==> src/hdl/ndwd_pkg.sv <==
// Package with shared constants and types for the near-duplicate window detector.
`default_nettype none
package ndwd_pkg;

  localparam int unsigned MAX_SPAN   = 16;
  localparam int unsigned SAMPLE_W   = 32;
  localparam int unsigned SPAN_W     = 5;
  localparam int unsigned TOL_W      = 31;
  localparam int unsigned CFG_IDX_W  = 2;
  localparam int unsigned CFG_DATA_W = 32;

  localparam logic [CFG_IDX_W-1:0] CFG_WINDOW_SPAN = 2'd0;
  localparam logic [CFG_IDX_W-1:0] CFG_TOLERANCE   = 2'd1;

  typedef logic signed [SAMPLE_W-1:0] sample_t;
  typedef logic [TOL_W-1:0]           tol_t;

  typedef struct packed {
    logic shift;
    logic clear;
  } cell_ctrl_t;

endpackage
`default_nettype wire

==> src/hdl/near_duplicate_window_detector.sv <==
// Top level of the near-duplicate window detector: cell chain, sticky flag, output register.
// A result is registered and appears in the cycle after its sample beat is accepted.
// Throughput: one sample per cycle while the input is not stalled; all window cells compare in parallel in that cycle.
// The output register frees as its result is taken, so input stalls only while it is held.
// Reset clears the cell valid bits, the sticky flag, the output valid and both registers.
// Kept sample values are not reset; entries that are not valid are never compared.
`default_nettype none
module near_duplicate_window_detector (
  input  wire                                 clk_i,
  input  wire                                 rst_ni,
  input  wire                                 cfg_valid_i,
  output logic                                cfg_ready_o,
  input  wire  [ndwd_pkg::CFG_IDX_W-1:0]      cfg_index_i,
  input  wire  [ndwd_pkg::CFG_DATA_W-1:0]     cfg_data_i,
  input  wire                                 in_valid_i,
  output logic                                in_stall_o,
  input  ndwd_pkg::sample_t                   sample_i,
  input  wire                                 end_of_sequence_i,
  output logic                                out_valid_o,
  input  wire                                 out_stall_i,
  output logic                                hit_o,
  output logic                                found_so_far_o,
  output logic                                closing_o
);
  import ndwd_pkg::*;

  logic [SPAN_W-1:0] span_q;
  tol_t              tol_q;
  logic              sticky_q, sticky_d;
  logic              out_valid_q;
  logic              hit_q, found_q, closing_q;

  logic              in_acc;
  logic              hit_any;
  logic              found_now;
  cell_ctrl_t        ctrl;

  sample_t           cell_value [MAX_SPAN+1];
  logic [MAX_SPAN:0] cell_valid;
  logic [MAX_SPAN-1:0] cell_hit;
  logic [MAX_SPAN-1:0] cell_en;

  assign cfg_ready_o = 1'b1;

  always_ff @(posedge clk_i or negedge rst_ni) begin
    if (!rst_ni) begin
      span_q <= '0;
      tol_q  <= '0;
    end else if (cfg_valid_i && cfg_ready_o) begin
      case (cfg_index_i)
        CFG_WINDOW_SPAN: span_q <= cfg_data_i[SPAN_W-1:0];
        CFG_TOLERANCE:   tol_q  <= cfg_data_i[TOL_W-1:0];
        default: ;
      endcase
    end
  end

  assign in_stall_o = out_valid_q && out_stall_i;
  assign in_acc     = in_valid_i && !in_stall_o;

  assign ctrl.shift = in_acc && !end_of_sequence_i;
  assign ctrl.clear = in_acc && end_of_sequence_i;

  assign cell_value[0] = sample_i;
  assign cell_valid[0] = 1'b1;

  for (genvar g = 0; g < MAX_SPAN; g++) begin : g_cell
    assign cell_en[g] = (32'(span_q) > g);
    ndwd_cell u_cell (
      .clk_i        (clk_i),
      .rst_ni       (rst_ni),
      .ctrl_i       (ctrl),
      .prev_value_i (cell_value[g]),
      .prev_valid_i (cell_valid[g]),
      .probe_i      (sample_i),
      .tolerance_i  (tol_q),
      .enable_i     (cell_en[g]),
      .value_o      (cell_value[g+1]),
      .valid_o      (cell_valid[g+1]),
      .hit_o        (cell_hit[g])
    );
  end

  assign hit_any   = |cell_hit;
  assign found_now = sticky_q || hit_any;
  assign sticky_d  = end_of_sequence_i ? 1'b0 : found_now;

  always_ff @(posedge clk_i or negedge rst_ni) begin
    if (!rst_ni) begin
      sticky_q    <= 1'b0;
      out_valid_q <= 1'b0;
    end else begin
      if (in_acc) begin
        sticky_q <= sticky_d;
      end
      if (in_acc) begin
        out_valid_q <= 1'b1;
      end else if (!out_stall_i) begin
        out_valid_q <= 1'b0;
      end
    end
  end

  always_ff @(posedge clk_i) begin
    if (in_acc) begin
      hit_q     <= hit_any;
      found_q   <= found_now;
      closing_q <= end_of_sequence_i;
    end
  end

  assign out_valid_o    = out_valid_q;
  assign hit_o          = hit_q;
  assign found_so_far_o = found_q;
  assign closing_o      = closing_q;

  // An accepted beat always leaves a result waiting in the output register.
  a_result_follows: assert property (@(posedge clk_i) disable iff (!rst_ni)
    in_acc |=> out_valid_o)
    else $error("accepted beat produced no result");

  // Closing a sequence empties the whole window and the sticky flag.
  a_close_clears: assert property (@(posedge clk_i) disable iff (!rst_ni)
    (in_acc && end_of_sequence_i) |=> (cell_valid[MAX_SPAN:1] == '0) && !sticky_q)
    else $error("window not cleared after closing beat");

  // A reported hit always shows in the sticky answer of the same result.
  a_hit_sticky: assert property (@(posedge clk_i) disable iff (!rst_ni)
    (out_valid_o && hit_o) |-> found_so_far_o)
    else $error("hit without found_so_far");

  // Input is stalled only while a result is held back.
  a_stall_cause: assert property (@(posedge clk_i) disable iff (!rst_ni)
    in_stall_o |-> (out_valid_o && out_stall_i))
    else $error("input stalled without a held result");

endmodule
`default_nettype wire

==> src/hdl/ndwd_cell.sv <==
// One window cell: holds a kept sample, passes it on, and compares it with the new sample.
`default_nettype none
module ndwd_cell (
  input  wire                  clk_i,
  input  wire                  rst_ni,
  input  ndwd_pkg::cell_ctrl_t ctrl_i,
  input  ndwd_pkg::sample_t    prev_value_i,
  input  wire                  prev_valid_i,
  input  ndwd_pkg::sample_t    probe_i,
  input  ndwd_pkg::tol_t       tolerance_i,
  input  wire                  enable_i,
  output ndwd_pkg::sample_t    value_o,
  output logic                 valid_o,
  output logic                 hit_o
);
  import ndwd_pkg::*;

  sample_t value_q;
  logic    valid_q;
  logic signed [SAMPLE_W:0] diff;
  logic signed [SAMPLE_W:0] tol_pos;
  logic signed [SAMPLE_W:0] tol_neg;

  always_ff @(posedge clk_i or negedge rst_ni) begin
    if (!rst_ni) begin
      valid_q <= 1'b0;
    end else if (ctrl_i.clear) begin
      valid_q <= 1'b0;
    end else if (ctrl_i.shift) begin
      valid_q <= prev_valid_i;
    end
  end

  always_ff @(posedge clk_i) begin
    if (ctrl_i.shift) begin
      value_q <= prev_value_i;
    end
  end

  always_comb begin
    diff    = {probe_i[SAMPLE_W-1], probe_i} - {value_q[SAMPLE_W-1], value_q};
    tol_pos = {2'b00, tolerance_i};
    tol_neg = -tol_pos;
    hit_o   = valid_q && enable_i && (diff <= tol_pos) && (diff >= tol_neg);
  end

  assign value_o = value_q;
  assign valid_o = valid_q;

endmodule
`default_nettype wire

==> config.mk <==
export PLATFORM = sky130hd
export DESIGN_NAME = near_duplicate_window_detector
export DESIGN_NICKNAME = d
export VERILOG_FILES = /design/src/hdl/ndwd_pkg.sv /design/src/hdl/near_duplicate_window_detector.sv /design/src/hdl/ndwd_cell.sv
export SDC_FILE = /design/constraint.sdc
export NUM_CORES = 2
export LEC_CHECK = 0
export BUFFER_PORTS_ARGS = -buffer_cell sky130_fd_sc_hd__buf_4
export CELL_PAD_IN_SITES_DETAIL_PLACEMENT = 1
export CELL_PAD_IN_SITES_GLOBAL_PLACEMENT = 1
export CORE_ASPECT_RATIO = 1.5
export CORE_MARGIN = 5
export CORE_UTILIZATION = 55
export DETAILED_ROUTE_END_ITERATION = 12
export PLACE_DENSITY_LB_ADDON = 0.1
export SETUP_SLACK_MARGIN = 0.15
export SKIP_CTS_REPAIR_TIMING = 1
export SLEW_MARGIN = 15
export SYNTH_ARGS = -nofsm -noshare
export SYNTH_HDL_FRONTEND = slang
export SYNTH_HIERARCHICAL = 1
export SYNTH_SLANG_ARGS = --single-unit
==> constraint.sdc <==
create_clock -name clk_i -period 35.4 [get_ports clk_i]
set_input_delay 5.31 -clock clk_i [delete_from_list [all_inputs] [get_ports clk_i]]
set_output_delay 5.31 -clock clk_i [all_outputs]
set_load 0.005 [all_outputs]
==> reports/qor.csv <==
metric;value;unit
fin_skew;0.0252;ns
drc;0;
grt_max_degree;72;
async_flop_share;9.49;%
htreeDepth;3;
ant_nets;0;
vdd_drop_max;0.0342;mV
routedWlPerCell;28.8;um
crit_slowest_cell;nor4_1;
firstDrtPassIters;5;
synth_ff_type;edfxtp_1;
insertion_delay;0.72;ns
drt_iter0_markers;3937;
overflow;0;
antenna_found_initial;21;
cp_num_buf_inv;3;
clk_path_buf_depth;3;
start_util;55.2;%
endpoint_kind;register;
num_vias;77767;
fin_crit_sh;36.6;%
tns;0;ns
slew_violations;0;
yosysSeqAreaShare;20.9;%
cpLargestDelayFamily;compound AO/OA/AOI/OAI gates;
netlist_area;80500;um^2
syn_area_per_cell;8.48;um^2
max_freq;0.0773;GHz
placed_area;83500;um^2
boundaryPins;78;
syn-instance-count;9497;
grt_pass1_vias;86222;
die_h;479;um
core-area;146000;um^2
cts_tree;built;
vias_per_cell;6.66;
power_frac_seq;22.3;%
hp-class;reg -> reg;
final_util;59.1;%
cellInternalPower;1.97;mW
rsz0062_at_grt;no;
p_sw_share;46.3;%
grt.total_usage;41.9;%
worstSetupStartpointType;primary input;
totalWireLength;337;mm
combPwrFrac;55.7;%
powerDensity;42.7;nW/um^2
clock-sinks;569;
drive_gt1_share;5.67;%
cp.required;35.85;ns
critical_path.max_fanout;17;
worstMarginPinSlew;1.37;ns
row_count;172;
status;finished clean;
syn2layout_area_growth;7.10;%
ys_ff_latch;569;
final_area;86200;um^2
post-route-min-period;12.94;ns
grt_pass1_wl;493;mm
p_switching;1.70;mW
cap_viol_max_count;0;
dieWidth;322;um
setup_violations;0;
synth-edff-count;515;
worstPathArrival;13.39;ns
relSlewSlack;7.96;%
ys_types;119;
fin_nets;11257;
crit_chain;buf_4, ha_1, inv_1, nor2_1, or4b_2, o21ai_0, buf_4, a21boi_0, o221ai_1, a21oi_1, xnor2_1, ha_1, a21o_1, a21o_1, a21oi_1, o21ai_0, a211oi_1, a21boi_0, o31ai_1, a31oi_1, nor4_1, nand4_1, nand2b_1;
clock-root-buffer;clkbuf_16;
io_buffer_count;75;
power_leakage;40.1;nW
critPathKind;in -> reg;
finalHoldViolations;0;
numCtsBuffers;73;
post-dp-hpwl;272;mm
gp_congestion;1.01;
path_clk_slew;0.07;ns
slowest_delay;0.71;ns
dieArea;154000;um^2
p_clk_share;22.0;%
yosysWarnings;6;
path summary, 6_finish.rpt:
path	endpoint	startpoint	slack, ns	cells past startpoint
max in group asynchronous	tol_q[28]	rst_ni	29.80	2
min	g_cell[5].u_cell/value_o[28]	g_cell[4].u_cell/value_o[28]	0.44	0
max	found_so_far_o	sample_i[15]	22.46	23
max reg2reg	found_so_far_o	g_cell[3].u_cell/value_o[15]	26.96	23
min reg2reg	g_cell[5].u_cell/value_o[28]	g_cell[4].u_cell/value_o[28]	0.44	0
min in group asynchronous	g_cell[12].u_cell/valid_o	rst_ni	4.59	1
per-stage QoR:
step           std cells  setup WS (ns)  hold slack (ns)  power, mW
4_1_cts            11599          23.04            0.440       3.62
2_1_floorplan       9498          17.16            0.426       2.16
5_1_grt            11673          22.72            0.455       3.88
3_3_place_gp       11467          22.46            0.429       2.68
6_report           11682          22.46            0.442       3.68
3_5_place_dp       11467          22.33            0.435       2.80
flip-flops by register name (all words and copies together), names as in the netlist:
signal                 count
out_valid_o                1
g_cell.u_cell/valid_o     16
closing_o                  1
sticky_q                   1
tol_q                     31
found_so_far_o             1
hit_o                      1
g_cell.u_cell/value_o    512
span_q                     5
per-layer routing:
metal | vias up | part of all wire [%] | global-route usage (%) | routed length [um]
li1 | 35227 | - | - | -
met1 | 37771 | 29 | 32.6 | 97100
met2 | 2863 | 51 | 77.4 | 172000
met3 | 1902 | 3.7 | 5.57 | 12600
met4 | 4 | 16 | 55.4 | 55500
met5 | - | 0.0095 | 0 | 32
area by class of cell:
| class | count | area (um^2) |
|---|---|---|
| diodes | 78 | 195 |
| well taps | 1914 | 2390 |
| clock inverters | 43 | 503 |
| clock buffers | 89 | 1920 |
| fillers | 17545 | 59700 |
| multi-input cells | 7605 | 58500 |
| flip-flops and latches | 569 | 16900 |
| inverters | 1225 | 4600 |
| repair buffers | 159 | 1220 |
cells in the final DEF (no fill, tap or decap), drive strengths merged, types with 62 or more instances in the layout:
cell type / synthesis / routed
nand4: 296 / 296
nor2b: 100 / 100
a21o: 422 / 422
nor4: 140 / 140
and3: 116 / 116
a311oi: 62 / 62
xor2: 139 / 139
nand2b: 89 / 89
diode: 0 / 78
a211oi: 149 / 149
o211ai: 97 / 97
nor2: 583 / 583
o21bai: 62 / 62
nand3: 263 / 263
edfxtp: 515 / 515
nor3: 278 / 278
ha: 1536 / 1536
nand2: 630 / 630
o21ai: 344 / 344
o21a: 116 / 116
buf: 34 / 158
clkbuf: 60 / 90
inv: 1225 / 1230
xnor2: 694 / 694
a31oi: 65 / 65
a21oi: 669 / 669
logic make-up (layout without fill, tap and decap cells):
family / after synthesis / count (layout) / synth area share (%)
fa+ha+maj: 1552 / 1552 / 24.3
simple gates: 2757 / 2757 / 17.6
flops: 569 / 569 / 20.9
buf+inv: 1324 / 1516 / 6.55
xor+xnor: 833 / 833 / 9.06
compound gates: 2383 / 2383 / 20.5
other cells: 1 / 80 / 0.00466
mux: 78 / 78 / 1.18
power by group through the flow:
stage	Sequential (mW)	Combinational [mW]	Clock, mW
6_report	0.821	2.05	0.808
5_1_grt	0.824	2.22	0.841
3_5_place_dp	0.833	1.96	0
2_1_floorplan	0.876	1.28	0
3_3_place_gp	0.830	1.85	0
4_1_cts	0.819	1.99	0.814
cells in the mapped netlist (62+ instances only):
cell type / instances / area, um^2
ha_1: 1536 / 19200
a21o_1: 421 / 3160
edfxtp_1: 515 / 15500
xor2_1: 139 / 1220
a21oi_1: 664 / 3320
nand3_1: 262 / 1310
nand2_1: 630 / 2360
o21a_1: 115 / 863
nor2_1: 581 / 2180
o211ai_1: 92 / 691
o21bai_1: 62 / 465
a31oi_1: 64 / 400
a211oi_1: 139 / 1040
nand4_1: 296 / 1850
o21ai_0: 320 / 1600
xnor2_1: 694 / 6080
nor3_1: 269 / 1350
nor2b_1: 97 / 607
inv_1: 1223 / 4590
and3_1: 103 / 644
nor4_1: 130 / 813
nand2b_1: 89 / 557
No activity file was read; power rests on OpenSTA's default activity.
